<file path="config.mk">
export PLATFORM = sky130hd
export DESIGN_NAME = joystick_to_drive_command_top
export DESIGN_NICKNAME = d
export VERILOG_FILES = /design/src/rtl/jdc_pkg.sv /design/src/rtl/jdc_map.sv /design/src/rtl/jdc_scale.sv /design/src/rtl/jdc_divider.sv /design/src/rtl/joystick_to_drive_command_top.sv
export SDC_FILE = /design/constraint.sdc
export NUM_CORES = 1
export LEC_CHECK = 0
export ABC_AREA = 1
export ABC_CLOCK_PERIOD_IN_PS = 10700
export BUFFER_PORTS_ARGS = -buffer_cell sky130_fd_sc_hd__buf_2
export CORE_MARGIN = 2
export CORE_UTILIZATION = 44
export CTS_CLUSTER_DIAMETER = 150
export DETAILED_ROUTE_END_ITERATION = 10
export PLACE_DENSITY = 0.68
export SYNTH_ARGS = -nofsm -noshare
export SYNTH_HDL_FRONTEND = slang
export SYNTH_SLANG_ARGS = --single-unit
</file>
<file path="constraint.sdc">
create_clock -name clk -period 10.7 [get_ports clk]
set_input_delay 2.14 -clock clk [delete_from_list [all_inputs] [get_ports clk]]
set_output_delay 2.14 -clock clk [all_outputs]
set_load 0.005 [all_outputs]
</file>
<file path="src/rtl/jdc_pkg.sv">
// jdc_pkg: shared widths, register codes and stage payload types
// for the joystick to drive command pipeline; no dependencies
`default_nettype none

package jdc_pkg;

    localparam int AXIS_W    = 16;
    localparam int BYTE_W    = 8;
    localparam int CNT_W     = 7;
    localparam int TOP_W     = 16;
    localparam int PROD_W    = TOP_W + CNT_W;
    localparam int QUO_W     = 16;
    localparam int SPEED_W   = 17;
    localparam int DIV_STEP  = 4;
    localparam int DIV_STAGES = QUO_W / DIV_STEP;
    localparam int ADDR_W    = 4;
    localparam int DATA_W    = 32;

    localparam logic [BYTE_W-1:0] NEUTRAL_BYTE  = 8'd128;
    localparam logic [TOP_W-1:0]  TOP_SPEED_RST = 16'd256;

    typedef enum logic [1:0] {
        CTRL_WHEEL     = 2'd0,
        CTRL_PAD_TRIG  = 2'd1,
        CTRL_PAD_STICK = 2'd2,
        CTRL_NEUTRAL   = 2'd3
    } ctrl_type_t;

    typedef enum logic [1:0] {
        REG_CTRL_TYPE    = 2'd0,
        REG_STEER_OFFSET = 2'd1,
        REG_DEADBAND     = 2'd2,
        REG_TOP_SPEED    = 2'd3
    } reg_idx_t;

    typedef struct packed {
        ctrl_type_t              ctrl_type;
        logic signed [BYTE_W-1:0] steer_offset;
        logic [CNT_W-1:0]        deadband;
        logic [TOP_W-1:0]        top_speed;
    } cfg_t;

    typedef struct packed {
        logic [BYTE_W-1:0] thr;
        logic [BYTE_W-1:0] steering;
    } map_out_t;

    typedef struct packed {
        logic [PROD_W-1:0] product;
        logic              neg;
        logic              nz;
        logic [BYTE_W-1:0] steering;
    } scale_out_t;

    typedef struct packed {
        logic [PROD_W-1:0] num;
        logic [CNT_W-1:0]  rem;
        logic [QUO_W-1:0]  quo;
        logic              neg;
        logic              nz;
        logic [BYTE_W-1:0] steering;
    } div_stage_t;

endpackage

`default_nettype wire

</file>
<file path="src/rtl/jdc_map.sv">
// jdc_map: first pipeline stage, axis to throttle byte and steering byte
// depends on jdc_pkg
`default_nettype none

module jdc_map (
    input  logic                               clk,
    input  logic                               rst_n,
    input  jdc_pkg::cfg_t                      cfg,
    input  logic                               in_valid,
    output logic                               in_stall,
    input  logic signed [jdc_pkg::AXIS_W-1:0]  axis_0,
    input  logic signed [jdc_pkg::AXIS_W-1:0]  axis_1,
    input  logic signed [jdc_pkg::AXIS_W-1:0]  axis_2,
    input  logic signed [jdc_pkg::AXIS_W-1:0]  axis_3,
    input  logic signed [jdc_pkg::AXIS_W-1:0]  axis_5,
    output logic                               out_valid,
    input  logic                               out_stall,
    output jdc_pkg::map_out_t                  out_data
);
    import jdc_pkg::*;

    // offset by 32768 and keep the top byte
    function automatic logic [BYTE_W-1:0] axis_byte(input logic [AXIS_W-1:0] a);
        return {~a[AXIS_W-1], a[AXIS_W-2:AXIS_W-BYTE_W]};
    endfunction

    // half the pedal difference, toward zero, then floor to a byte around 128
    function automatic logic [BYTE_W-1:0] pedal(input logic [AXIS_W-1:0] gas,
                                                input logic [AXIS_W-1:0] brake);
        logic signed [AXIS_W:0] diff;
        logic signed [AXIS_W:0] adj;
        logic signed [AXIS_W:0] half;
        diff = $signed({1'b0, ~gas[AXIS_W-1], gas[AXIS_W-2:0]})
             - $signed({1'b0, ~brake[AXIS_W-1], brake[AXIS_W-2:0]});
        adj  = diff + $signed({{AXIS_W{1'b0}}, diff[AXIS_W]});
        half = adj >>> 1;
        return {~half[AXIS_W-1], half[AXIS_W-2:AXIS_W-BYTE_W]};
    endfunction

    // inverted stick, full deflection saturates at 255
    function automatic logic [BYTE_W-1:0] stick(input logic [AXIS_W-1:0] a);
        logic [AXIS_W:0] v;
        v = (AXIS_W+1)'(32768) - {a[AXIS_W-1], a};
        return v[AXIS_W] ? {BYTE_W{1'b1}} : v[AXIS_W-1:AXIS_W-BYTE_W];
    endfunction

    logic [BYTE_W-1:0]   thr;
    logic [BYTE_W-1:0]   steer;
    logic signed [BYTE_W+1:0] steer_sum;
    logic [BYTE_W-1:0]   steer_clamp;
    map_out_t            data_next;
    logic                valid_reg;
    map_out_t            data_reg;
    logic                advance;

    always_comb
    begin
        case (cfg.ctrl_type)
            CTRL_WHEEL:
            begin
                thr   = pedal(axis_2, axis_1);
                steer = axis_byte(axis_0);
            end
            CTRL_PAD_TRIG:
            begin
                thr   = pedal(axis_5, axis_2);
                steer = axis_byte(axis_3);
            end
            CTRL_PAD_STICK:
            begin
                thr   = stick(axis_1);
                steer = axis_byte(axis_3);
            end
            default:
            begin
                thr   = NEUTRAL_BYTE;
                steer = NEUTRAL_BYTE;
            end
        endcase

        steer_sum = $signed({2'b00, steer})
                  + $signed({{2{cfg.steer_offset[BYTE_W-1]}}, cfg.steer_offset});
        if (steer_sum < 0)
            steer_clamp = '0;
        else if (steer_sum > $signed((BYTE_W+2)'(255)))
            steer_clamp = {BYTE_W{1'b1}};
        else
            steer_clamp = steer_sum[BYTE_W-1:0];

        data_next.thr      = thr;
        data_next.steering = ~steer_clamp;    // 255 minus clamped value
    end

    assign in_stall  = valid_reg && out_stall;
    assign advance   = !in_stall;
    assign out_valid = valid_reg;
    assign out_data  = data_reg;

    always_ff @(posedge clk or negedge rst_n)
    begin
        if (!rst_n)
            valid_reg <= 1'b0;
        else if (advance)
            valid_reg <= in_valid;
    end

    always_ff @(posedge clk)
    begin
        if (advance && in_valid)
            data_reg <= data_next;
    end

endmodule

`default_nettype wire

</file>
<file path="src/rtl/jdc_scale.sv">
// jdc_scale: second pipeline stage, deadband and top speed product
// depends on jdc_pkg
`default_nettype none

module jdc_scale (
    input  logic                 clk,
    input  logic                 rst_n,
    input  jdc_pkg::cfg_t        cfg,
    input  logic                 in_valid,
    output logic                 in_stall,
    input  jdc_pkg::map_out_t    in_data,
    output logic                 out_valid,
    input  logic                 out_stall,
    output jdc_pkg::scale_out_t  out_data
);
    import jdc_pkg::*;

    logic [CNT_W-1:0] count;
    logic [CNT_W-1:0] count_adj;
    logic             nz;
    scale_out_t       data_next;
    scale_out_t       data_reg;
    logic             valid_reg;
    logic             advance;

    always_comb
    begin
        // distance from center: at or above 128 it is thr-128, else 127-thr
        count     = in_data.thr[BYTE_W-1] ? in_data.thr[CNT_W-1:0] : ~in_data.thr[CNT_W-1:0];
        nz        = count > cfg.deadband;
        count_adj = nz ? CNT_W'(count - cfg.deadband) : '0;

        data_next.product  = {{CNT_W{1'b0}}, cfg.top_speed} * {{TOP_W{1'b0}}, count_adj};
        data_next.neg      = ~in_data.thr[BYTE_W-1];
        data_next.nz       = nz;
        data_next.steering = in_data.steering;
    end

    assign in_stall  = valid_reg && out_stall;
    assign advance   = !in_stall;
    assign out_valid = valid_reg;
    assign out_data  = data_reg;

    always_ff @(posedge clk or negedge rst_n)
    begin
        if (!rst_n)
            valid_reg <= 1'b0;
        else if (advance)
            valid_reg <= in_valid;
    end

    always_ff @(posedge clk)
    begin
        if (advance && in_valid)
            data_reg <= data_next;
    end

    a_zero_count_zero_product: assert property (@(posedge clk) disable iff (!rst_n)
        valid_reg && !data_reg.nz |-> data_reg.product == '0)
        else $error("product nonzero for a suppressed throttle count");

endmodule

`default_nettype wire

</file>
<file path="src/rtl/jdc_divider.sv">
// jdc_divider: pipelined restoring divider, product / (127 - deadband),
// a few quotient bits per stage, then sign; depends on jdc_pkg
`default_nettype none

module jdc_divider (
    input  logic                                clk,
    input  logic                                rst_n,
    input  jdc_pkg::cfg_t                       cfg,
    input  logic                                in_valid,
    output logic                                in_stall,
    input  jdc_pkg::scale_out_t                 in_data,
    output logic                                out_valid,
    input  logic                                out_stall,
    output logic signed [jdc_pkg::SPEED_W-1:0]  speed,
    output logic [jdc_pkg::BYTE_W-1:0]          steering
);
    import jdc_pkg::*;

    localparam int LAST = DIV_STAGES - 1;

    logic [CNT_W-1:0]    divisor;
    div_stage_t          stg_init;
    div_stage_t          stg_in    [DIV_STAGES];
    div_stage_t          stg_next  [DIV_STAGES];
    div_stage_t          stg_reg   [DIV_STAGES];
    logic [DIV_STAGES-1:0] valid_in;
    logic [DIV_STAGES-1:0] valid_reg;
    logic [DIV_STAGES-1:0] stall_at;
    logic [QUO_W-1:0]    mag;

    // 127 - deadband in seven bits
    assign divisor = ~cfg.deadband;

    always_comb
    begin
        stg_init.num      = in_data.product;
        stg_init.rem      = in_data.product[PROD_W-1:QUO_W];
        stg_init.quo      = '0;
        stg_init.neg      = in_data.neg;
        stg_init.nz       = in_data.nz;
        stg_init.steering = in_data.steering;
    end

    for (genvar k = 0; k < DIV_STAGES; k++)
    begin : g_stage
        localparam int BASE = QUO_W - 1 - k * DIV_STEP;

        if (k == 0)
        begin : g_first
            assign stg_in[k]   = stg_init;
            assign valid_in[k] = in_valid;
        end
        else
        begin : g_next
            assign stg_in[k]   = stg_reg[k-1];
            assign valid_in[k] = valid_reg[k-1];
        end

        if (k == LAST)
        begin : g_tail
            assign stall_at[k] = valid_reg[k] && out_stall;
        end
        else
        begin : g_body
            assign stall_at[k] = valid_reg[k] && stall_at[k+1];
        end

        always_comb
        begin
            div_stage_t        s;
            logic [CNT_W:0]    trial;
            s = stg_in[k];
            for (int j = 0; j < DIV_STEP; j++)
            begin
                trial = {s.rem, s.num[BASE - j]};
                if (trial >= {1'b0, divisor})
                begin
                    s.rem          = CNT_W'(trial - {1'b0, divisor});
                    s.quo[BASE - j] = 1'b1;
                end
                else
                begin
                    s.rem = trial[CNT_W-1:0];
                end
            end
            stg_next[k] = s;
        end

        always_ff @(posedge clk or negedge rst_n)
        begin
            if (!rst_n)
                valid_reg[k] <= 1'b0;
            else if (!stall_at[k])
                valid_reg[k] <= valid_in[k];
        end

        always_ff @(posedge clk)
        begin
            if (!stall_at[k] && valid_in[k])
                stg_reg[k] <= stg_next[k];
        end
    end

    assign in_stall  = stall_at[0];
    assign out_valid = valid_reg[LAST];

    // zero count forces zero, which also covers a zero divisor
    assign mag      = stg_reg[LAST].nz ? stg_reg[LAST].quo : '0;
    assign speed    = stg_reg[LAST].neg ? $signed(SPEED_W'(0) - {1'b0, mag})
                                        : $signed({1'b0, mag});
    assign steering = stg_reg[LAST].steering;

    for (genvar k = 0; k < DIV_STAGES; k++)
    begin : g_check
        localparam int BASE = QUO_W - 1 - k * DIV_STEP;

        a_stalled_stage_holds: assert property (@(posedge clk) disable iff (!rst_n)
            valid_reg[k] && stall_at[k] |=> valid_reg[k] && $stable(stg_reg[k]))
            else $error("divider stage changed while stalled");

        if (k < LAST)
        begin : g_low
            a_low_quotient_clear: assert property (@(posedge clk) disable iff (!rst_n)
                valid_reg[k] |-> stg_reg[k].quo[BASE-DIV_STEP:0] == '0)
                else $error("quotient bits set ahead of their stage");
        end
    end

endmodule

`default_nettype wire

</file>
<file path="src/rtl/joystick_to_drive_command_top.sv">
// joystick_to_drive_command_top: configuration registers and the
// map, scale and divider pipeline; depends on jdc_pkg, jdc_map, jdc_scale, jdc_divider
`default_nettype none

// Maps one joystick sample (five axes) to a signed Q9.8 speed and an 8-bit
// steering command. One sample can be taken every clock cycle unless
// in_stall is high. Each sample passes through the stages in order: one
// stage maps the axes to a throttle byte and a trimmed, clamped steering
// byte, one stage applies the deadband and multiplies by top_speed, and
// four stages of a restoring divider produce four quotient bits each of
// top_speed * count / (127 - deadband). The output sits in the last divider
// register, so a stall on the output holds that register and fills the
// pipeline behind it; in_stall rises only once every stage holds a sample.
// Registers sit on an APB-style port at byte addresses 0 (controller_type),
// 4 (steering_offset), 8 (deadband) and 12 (top_speed); write them only
// while no transfer is in flight. There is no memory and no start-up sweep.
module joystick_to_drive_command_top (
    input  logic                               clk,
    input  logic                               rst_n,
    // configuration port
    input  logic                               psel,
    input  logic                               penable,
    input  logic                               pwrite,
    input  logic [jdc_pkg::ADDR_W-1:0]         paddr,
    input  logic [jdc_pkg::DATA_W-1:0]         pwdata,
    output logic [jdc_pkg::DATA_W-1:0]         prdata,
    output logic                               pready,
    // sample input
    input  logic                               in_valid,
    output logic                               in_stall,
    input  logic signed [jdc_pkg::AXIS_W-1:0]  axis_0,
    input  logic signed [jdc_pkg::AXIS_W-1:0]  axis_1,
    input  logic signed [jdc_pkg::AXIS_W-1:0]  axis_2,
    input  logic signed [jdc_pkg::AXIS_W-1:0]  axis_3,
    input  logic signed [jdc_pkg::AXIS_W-1:0]  axis_5,
    // drive command output
    output logic                               out_valid,
    input  logic                               out_stall,
    output logic signed [jdc_pkg::SPEED_W-1:0] speed,
    output logic [jdc_pkg::BYTE_W-1:0]         steering
);
    import jdc_pkg::*;

    cfg_t       cfg_reg;
    reg_idx_t   reg_sel;
    logic       cfg_write;

    logic       map_valid;
    logic       map_stall;
    map_out_t   map_data;
    logic       scale_valid;
    logic       scale_stall;
    scale_out_t scale_data;

    // register index from the word address
    assign reg_sel   = reg_idx_t'(paddr[ADDR_W-1:2]);
    assign pready    = 1'b1;
    assign cfg_write = psel && penable && pwrite && pready;

    always_ff @(posedge clk or negedge rst_n)
    begin
        if (!rst_n)
        begin
            cfg_reg.ctrl_type    <= CTRL_WHEEL;
            cfg_reg.steer_offset <= '0;
            cfg_reg.deadband     <= '0;
            cfg_reg.top_speed    <= TOP_SPEED_RST;
        end
        else if (cfg_write)
        begin
            unique case (reg_sel)
                REG_CTRL_TYPE:    cfg_reg.ctrl_type    <= ctrl_type_t'(pwdata[1:0]);
                REG_STEER_OFFSET: cfg_reg.steer_offset <= $signed(pwdata[BYTE_W-1:0]);
                REG_DEADBAND:     cfg_reg.deadband     <= pwdata[CNT_W-1:0];
                REG_TOP_SPEED:    cfg_reg.top_speed    <= pwdata[TOP_W-1:0];
                default:          ;
            endcase
        end
    end

    // read back, zero extended
    always_comb
    begin
        unique case (reg_sel)
            REG_CTRL_TYPE:    prdata = DATA_W'(cfg_reg.ctrl_type);
            REG_STEER_OFFSET: prdata = {{(DATA_W-BYTE_W){1'b0}}, cfg_reg.steer_offset};
            REG_DEADBAND:     prdata = {{(DATA_W-CNT_W){1'b0}}, cfg_reg.deadband};
            REG_TOP_SPEED:    prdata = {{(DATA_W-TOP_W){1'b0}}, cfg_reg.top_speed};
            default:          prdata = '0;
        endcase
    end

    // stage 1: axes to throttle and steering bytes
    jdc_map u_map (
        .clk       (clk),
        .rst_n     (rst_n),
        .cfg       (cfg_reg),
        .in_valid  (in_valid),
        .in_stall  (in_stall),
        .axis_0    (axis_0),
        .axis_1    (axis_1),
        .axis_2    (axis_2),
        .axis_3    (axis_3),
        .axis_5    (axis_5),
        .out_valid (map_valid),
        .out_stall (map_stall),
        .out_data  (map_data)
    );

    // stage 2: deadband and scale product
    jdc_scale u_scale (
        .clk       (clk),
        .rst_n     (rst_n),
        .cfg       (cfg_reg),
        .in_valid  (map_valid),
        .in_stall  (map_stall),
        .in_data   (map_data),
        .out_valid (scale_valid),
        .out_stall (scale_stall),
        .out_data  (scale_data)
    );

    // stages 3 to 6: division and sign, last stage is the output register
    jdc_divider u_divider (
        .clk       (clk),
        .rst_n     (rst_n),
        .cfg       (cfg_reg),
        .in_valid  (scale_valid),
        .in_stall  (scale_stall),
        .in_data   (scale_data),
        .out_valid (out_valid),
        .out_stall (out_stall),
        .speed     (speed),
        .steering  (steering)
    );

    // back-pressure only ever originates at a held output transfer
    a_stall_from_output: assert property (@(posedge clk) disable iff (!rst_n)
        in_stall |-> out_valid && out_stall)
        else $error("input stalled without a held output transfer");

endmodule

`default_nettype wire

</file>
==> results of run 1 <==
-- placed cells by master, fill, tap and decap left out, types with 4 or more instances in the layout --
cell type,netlist,routed
nand2_1,725,725
inv_1,402,402
ha_1,206,206
nor2_1,207,205
edfxtp_1,174,174
nand3_1,137,137
a21oi_1,136,135
buf_2,8,131
o21ai_0,96,96
fa_1,88,88
xor2_1,64,64
xnor2_1,56,56
nand4_1,39,39
dfrtp_1,38,38
clkbuf_16,0,23
nor3_1,18,18
conb_1,2,17
o21ai_1,13,13
a21o_1,13,13
nand3b_1,13,13
or2_2,10,10
o21ai_2,10,10
buf_4,28,10
a21oi_2,9,9
a31oi_1,8,8
nand3_2,8,8
o21bai_1,7,7
nor2_4,6,7
inv_2,6,6
and2_1,6,6
nor2_2,5,6
o221ai_1,5,5
clkinv_2,0,5
nand2_2,4,4
a21boi_0,4,4
clkbuf_1,12,4
-- final cells by class --
type	instances	area share, %
timing repair buffer	141	3.28
clock buffer	27	2.65
clock inverter	14	0.416
multi-input combinational	1945	55.5
sequential	213	27.9
inverter	408	6.88
tap	600	3.37
-- routing by layer --
metal  vias up  track usage, %  part of all wire, %  wire, um
met5         -               0                    0         0
met4         0            6.04                  2.9      1440
met3        90            2.87                  5.2      2560
met2       422            37.4                   48     23600
met1      8021            26.7                   44     21800
li1       8668               -                    -         -
-- logic make-up after synthesis --
logic type               count (synthesis)  share of synthesized area, %
AO/OA/AOI/OAI                          322                          9.10
adder cells (fa/ha/maj)                294                          21.3
other                                    2                        0.0369
AND/OR/NAND/NOR                       1192                          24.7
XOR/XNOR                               120                          5.16
buffers and inverters                  461                          9.21
flip-flops                             213                          30.5
-- worst max path at each step --
stage                start                       end  slack [ps]  depth (start not counted)
6_report       cfg_reg[17]  u_divider.stg_reg[0][32]        2560                         38
3_5_place_dp   cfg_reg[17]  u_divider.stg_reg[0][32]        2560                         38
2_1_floorplan  cfg_reg[17]  u_divider.stg_reg[2][26]        3320                         37
5_1_grt        cfg_reg[17]  u_divider.stg_reg[2][26]        1860                         37
4_1_cts        cfg_reg[17]  u_divider.stg_reg[0][32]        2560                         37
3_3_place_gp   cfg_reg[17]  u_divider.stg_reg[0][32]        2780                         37
-- metrics by stage --
stage               area [sq um]  std cells  hold slack (ps)  utilization (%)
floorplan                  20400       2619              400                -
global placement           21600       3307              401             47.4
detailed placement         21600       3307              405             47.4
CTS                        22300       3348              412             48.8
global route               22300       3348              417             48.8
finish                     22300       3348              412             48.8
-- critical path: cells and delay by family, from the launching register on --
kind	cells	cell delay, ps
buffers and inverters	4	1180
adder cells (fa/ha/maj)	4	1890
flip-flops	1	320
AND/OR/NAND/NOR	16	1970
AO/OA/AOI/OAI	14	2510
==> flow_metrics.env, run 1 <==
export IMPL_status="finished, final reports clean"
export IMPL_fp_dieArea_sq_um=48000
export IMPL_num_antenna_cells=0
export IMPL_synth_edff_count=174
export IMPL_yosysWarnings=0
export IMPL_die_x_um=219
export IMPL_grt_pass1_wl_um=82100
export IMPL_yosys_area_top_type="edfxtp_1"
export IMPL_worstSetupPathType="reg -> reg"
export IMPL_fmax_mhz=123
export IMPL_slew_violations=0
export IMPL_dp_slack_ps=2560
export IMPL_drtIter0Drc=947
export IMPL_cp_end_kind="flip-flop"
export IMPL_min_to="u_divider.stg_reg[0][2]"
export IMPL_synth_area_sq_um=20400
export IMPL_synth_seq_cells=213
export IMPL_largest_register_ffs=125
export IMPL_fillers=4383
export IMPL_worstReg2RegStart="cfg_reg[17]"
export IMPL_hold_depth=0
export IMPL_cp_arrival_ps=8420
export IMPL_crit_required_ps=10980
export IMPL_cts_inserted_buffers=23
export IMPL_remaining_drc_errors=0
export IMPL_path_clk_slew_ps=60
export IMPL_drv_cap=0
export IMPL_wl_um=49500
export IMPL_syn_instance_count=2604
export IMPL_synth_top_area_share_pct=25.7
export IMPL_syn_area_per_cell_sq_um=7.82
export IMPL_finalHoldViolations=0
export IMPL_fin_ws_ps=2560
export IMPL_fin_crit_sh_pct=76.1
export IMPL_cp_slowest_cell="fa_1"
export IMPL_cts_hold_buffers=0
export IMPL_clkLatencyLatePin_ps=520
export IMPL_synth_area_top_cells="edfxtp_1 (26%), nand2_1 (13%), ha_1 (13%), fa_1 (8.6%), inv_1 (7.4%)"
export IMPL_slew_headroom_pct=26.9
export IMPL_cts_tree="done"
export IMPL_track_usage_pct=21.1
export IMPL_antenna_found_initial=0
export IMPL_regArea_sq_um=6200
export IMPL_cts_sinks=213
export IMPL_grt_overflow_total=0
export IMPL_synth_ff_type="edfxtp_1"
export IMPL_ff2ff_setup_slack_ps=2560
export IMPL_synth_most_common_cell="nand2_1"
export IMPL_cts_htree_levels=1
export IMPL_fin_tns_setup_ps=0
export IMPL_multi_input_area_sq_um=12400
export IMPL_min_period_ps=8140
export IMPL_final_setup_viol_count=0
export IMPL_min_path_type="reg -> reg"
export IMPL_coreArea_sq_um=45600
export IMPL_yosys_top_cells_count="nand2_1 (725), inv_1 (402), nor2_1 (207), ha_1 (206), edfxtp_1 (174)"
export IMPL_seq_area_frac_synth_pct=30.5
export IMPL_crit_fanout=31
export IMPL_min_from="u_scale.out_data[2]"
export IMPL_cts_setup_buffers=0
export IMPL_rsz0062_at_grt="false"
export IMPL_r2r_end="u_divider.stg_reg[0][32]"
export IMPL_top_level_ports=183
export IMPL_clock_root_buffer="clkbuf_16"
export IMPL_rr_worst_depth=38
export IMPL_firstDrtPassIters=5
export IMPL_cp_start_kind="flip-flop"
export IMPL_grt_max_degree=40
export IMPL_grt_pass1_vias=17270
export IMPL_io_buffers=131
export IMPL_path_common_cell="nand2_1"
export IMPL_synthArstFlopShare_pct=18.3
export IMPL_gp_congestion=0.914
export IMPL_drive_above_1_share_pct=8.88
export IMPL_area_growth_pct=9.31
export IMPL_vias_per_cell=5.14
export IMPL_rows=78
export IMPL_initial_core_util_pct=44.7
export IMPL_wl_per_cell_um=14.8
export IMPL_synth_distinct_cells=57
export IMPL_slowest_delay_ps=590
export IMPL_nets=3149
export IMPL_clock_skew_ps=11.4
export IMPL_dieHeight_um=219
export IMPL_worstMarginPinSlew_ps=1090
export IMPL_cts_resized_gates=0
export IMPL_cts_buffer_depth=3
export IMPL_route_vias_total=17201
export IMPL_drtAntennaViolNets=0
export IMPL_hpwl_um=40200
Power of run 1 is left out: the tool's default activity adds up to more than one toggle a clock period on the data nets, which glitch-free logic cannot reach.
==> run 2: changes to the inputs <==
--- a/config.mk
+++ b/config.mk
@@ -5,14 +5,14 @@
 export SDC_FILE = /design/constraint.sdc
 export NUM_CORES = 1
 export LEC_CHECK = 0
-export ABC_AREA = 1
-export ABC_CLOCK_PERIOD_IN_PS = 10700
+export ABC_AREA = 0
+export ABC_CLOCK_PERIOD_IN_PS = 6650
 export BUFFER_PORTS_ARGS = -buffer_cell sky130_fd_sc_hd__buf_2
 export CORE_MARGIN = 2
 export CORE_UTILIZATION = 44
 export CTS_CLUSTER_DIAMETER = 150
 export DETAILED_ROUTE_END_ITERATION = 10
-export PLACE_DENSITY = 0.68
+export PLACE_DENSITY = 0.7
 export SYNTH_ARGS = -nofsm -noshare
 export SYNTH_HDL_FRONTEND = slang
 export SYNTH_SLANG_ARGS = --single-unit
==> constraint.sdc (replaced) <==
create_clock -name clk -period 6.65 [get_ports clk]
set_input_delay 1.33 -clock clk [delete_from_list [all_inputs] [get_ports clk]]
set_output_delay 1.33 -clock clk [all_outputs]
set_load 0.005 [all_outputs]
==> flow_metrics.env, run 2 <==
export IMPL_synth_top_area_share_pct=26.9
export IMPL_remaining_drc_errors=0
export IMPL_status="finished, violations left"
export IMPL_cts_tree="done"
export IMPL_synth_distinct_cells=80
export IMPL_cp_start_kind="flip-flop"
export IMPL_stdcell_area_sq_um=26100
export IMPL_slew_violations=0
export IMPL_synth_area_sq_um=19400
export IMPL_slowest_delay_ps=450
export IMPL_wl_per_cell_um=16.6
export IMPL_worstReg2RegStart="cfg_reg[16]"
export IMPL_cp_slowest_cell="a2111o_1"
export IMPL_wl_um=51700
export IMPL_synth_edff_count=174
export IMPL_nets=2925
export IMPL_io_buffers=131
export IMPL_hpwl_um=39000
export IMPL_yosys_area_top_type="edfxtp_1"
export IMPL_initial_core_util_pct=44.9
export IMPL_route_vias_total=16716
export IMPL_hold_depth=0
export IMPL_drv_cap=0
export IMPL_fp_dieArea_sq_um=45800
export IMPL_syn_area_per_cell_sq_um=9.80
export IMPL_placed_cell_area_sq_um=23400
export IMPL_finalHoldViolations=0
export IMPL_fin_crit_sh_pct=114
export IMPL_path_common_cell="a21oi_2"
export IMPL_worstMarginPinSlew_ps=884
export IMPL_synth_most_common_cell="inv_1"
export IMPL_grt_pass1_vias=16918
export IMPL_clkLatencyLatePin_ps=540
export IMPL_top_level_ports=183
export IMPL_die_x_um=214
export IMPL_antenna_found_initial=2
export IMPL_cts_htree_levels=1
export IMPL_r2r_end="u_divider.stg_reg[3][10]"
export IMPL_instances_no_fill=3112
export IMPL_seq_area_frac_synth_pct=32.0
export IMPL_clock_root_buffer="clkbuf_16"
export IMPL_synth_ff_type="edfxtp_1"
export IMPL_fin_tns_setup_ps=-20670
export IMPL_critPathBufInv=8
export IMPL_dp_cells=2976
export IMPL_drive_above_1_share_pct=35.9
export IMPL_crit_required_ps=6940
export IMPL_final_setup_viol_count=28
export IMPL_yosys_top_cells_count="inv_1 (212), ha_1 (206), edfxtp_1 (174), nand2_1 (154), nor2_1 (106)"
export IMPL_min_period_ps=7590
export IMPL_synthArstFlopShare_pct=18.3
export IMPL_rows=76
export IMPL_ff2ff_setup_slack_ps=-940
export IMPL_fin_ws_ps=-940
export IMPL_dieHeight_um=214
export IMPL_fmax_mhz=132
export IMPL_crit_fanout=5
export IMPL_cp_arrival_ps=7880
export IMPL_clock_skew_ps=16.7
export IMPL_min_from="u_scale.out_data[12]"
export IMPL_final_core_util_pct=60.2
export IMPL_gp_congestion=0.903
export IMPL_area_growth_pct=34.3
export IMPL_slew_headroom_pct=40.5
export IMPL_cp_end_kind="flip-flop"
export IMPL_yosysWarnings=0
export IMPL_firstDrtPassIters=7
export IMPL_synth_area_top_cells="edfxtp_1 (27%), ha_1 (13%), fa_1 (9.1%), dfrtp_1 (4.9%), mux2_2 (4.1%)"
export IMPL_rsz0062_at_grt="true"
export IMPL_rr_worst_depth=42
export IMPL_grt_overflow_total=0
export IMPL_layout_common_cells="buf_4 (389), inv_1 (201), edfxtp_1 (174)"
export IMPL_cts_sinks=213
export IMPL_vias_per_cell=5.37
export IMPL_worstSetupPathType="reg -> reg"
export IMPL_drtAntennaViolNets=0
export IMPL_coreArea_sq_um=43300
export IMPL_synth_seq_cells=213
export IMPL_grt_max_degree=40
export IMPL_cts_inserted_buffers=24
export IMPL_drtIter0Drc=890
export IMPL_final_common_cell="buf_4"
export IMPL_crit_family="compound AO/OA/AOI/OAI gates"
export IMPL_min_path_type="reg -> reg"
export IMPL_min_to="u_divider.stg_reg[0][35]"
export IMPL_largest_register_ffs=125
export IMPL_syn_instance_count=1981
export IMPL_path_clk_slew_ps=70
export IMPL_violations="setup timing"
export IMPL_cts_buffer_depth=3
export IMPL_track_usage_pct=21.4
export IMPL_grt_pass1_wl_um=81800
==> run 2: cell types whose count changed in the layout (fill, tap and decap cells not counted), moves of 27 or more <==
cell | previous run | this run
buf_6 | 0 | 29
nand2_1 | 725 | 138
mux2_2 | 0 | 61
a21oi_1 | 135 | 63
inv_1 | 402 | 201
a21o_1 | 13 | 56
buf_4 | 10 | 389
nor2_1 | 205 | 92
ha_1 | 206 | 170
and2_1 | 6 | 46
nand3_1 | 137 | 34
o21a_1 | 2 | 29
ha_4 | 0 | 34
==> run 2: cell type report <==
| class | count | area (sq um) |
|---|---|---|
| fillers | 3448 | 17200 |
| clock buffers | 29 | 639 |
| clock inverters | 15 | 199 |
| repair buffers | 557 | 4060 |
| diodes | 1 | 2.50 |
| multi-input cells | 1496 | 13400 |
| inverters | 216 | 818 |
| well taps | 585 | 732 |
| flip-flops and latches | 213 | 6210 |
==> run 2: how the worst max path moves through the flow <==
stage                            from                        to  slack [ps]  cells past startpoint
after floorplan           cfg_reg[17]  u_divider.stg_reg[0][28]       -1090                     41
after global placement    cfg_reg[16]  u_divider.stg_reg[2][28]       -1040                     34
after detailed placement  cfg_reg[16]  u_divider.stg_reg[3][10]       -1310                     38
after CTS                 cfg_reg[16]  u_divider.stg_reg[0][28]        -950                     39
after global routing      cfg_reg[16]  u_divider.stg_reg[3][10]       -1260                     42
final                     cfg_reg[16]  u_divider.stg_reg[3][10]        -940                     42
==> run 2: cells by family after synthesis <==
group | count (synthesis) | share of synthesized area [%]
other | 2 | 0.0387
AO/OA/AOI/OAI | 454 | 15.5
XOR/XNOR | 126 | 5.69
adder cells (fa/ha/maj) | 294 | 22.4
flip-flops | 213 | 32.0
multiplexers | 93 | 5.44
buffers and inverters | 287 | 6.11
AND/OR/NAND/NOR | 512 | 12.9
==> run 2: per-stage QoR <==
stage	hold WS [ps]	setup WS (ps)
floorplan	400	-1090
global placement	401	-1040
detailed placement	405	-1310
CTS	413	-954
global route	408	-1260
finish	411	-940
==> run 2: routing by layer <==
metal	vias up	share of wire [%]	GRT usage [%]
met5	-	0.046	0
met4	4	2.9	6.43
met3	104	3.5	2.09
met2	394	51	38.2
met1	8138	43	27.4
li1	8076	-	-
==> run 2: what timing repair did <==
action                     4_1_cts  5_1_grt
gates cloned                     0        1
setup endpoints to repair       35       40
pin swaps                       66      134
gates resized for setup        101      137
hold buffers                     0        0
buffers inserted                53       44
Power of run 2 is left out for the same reason.
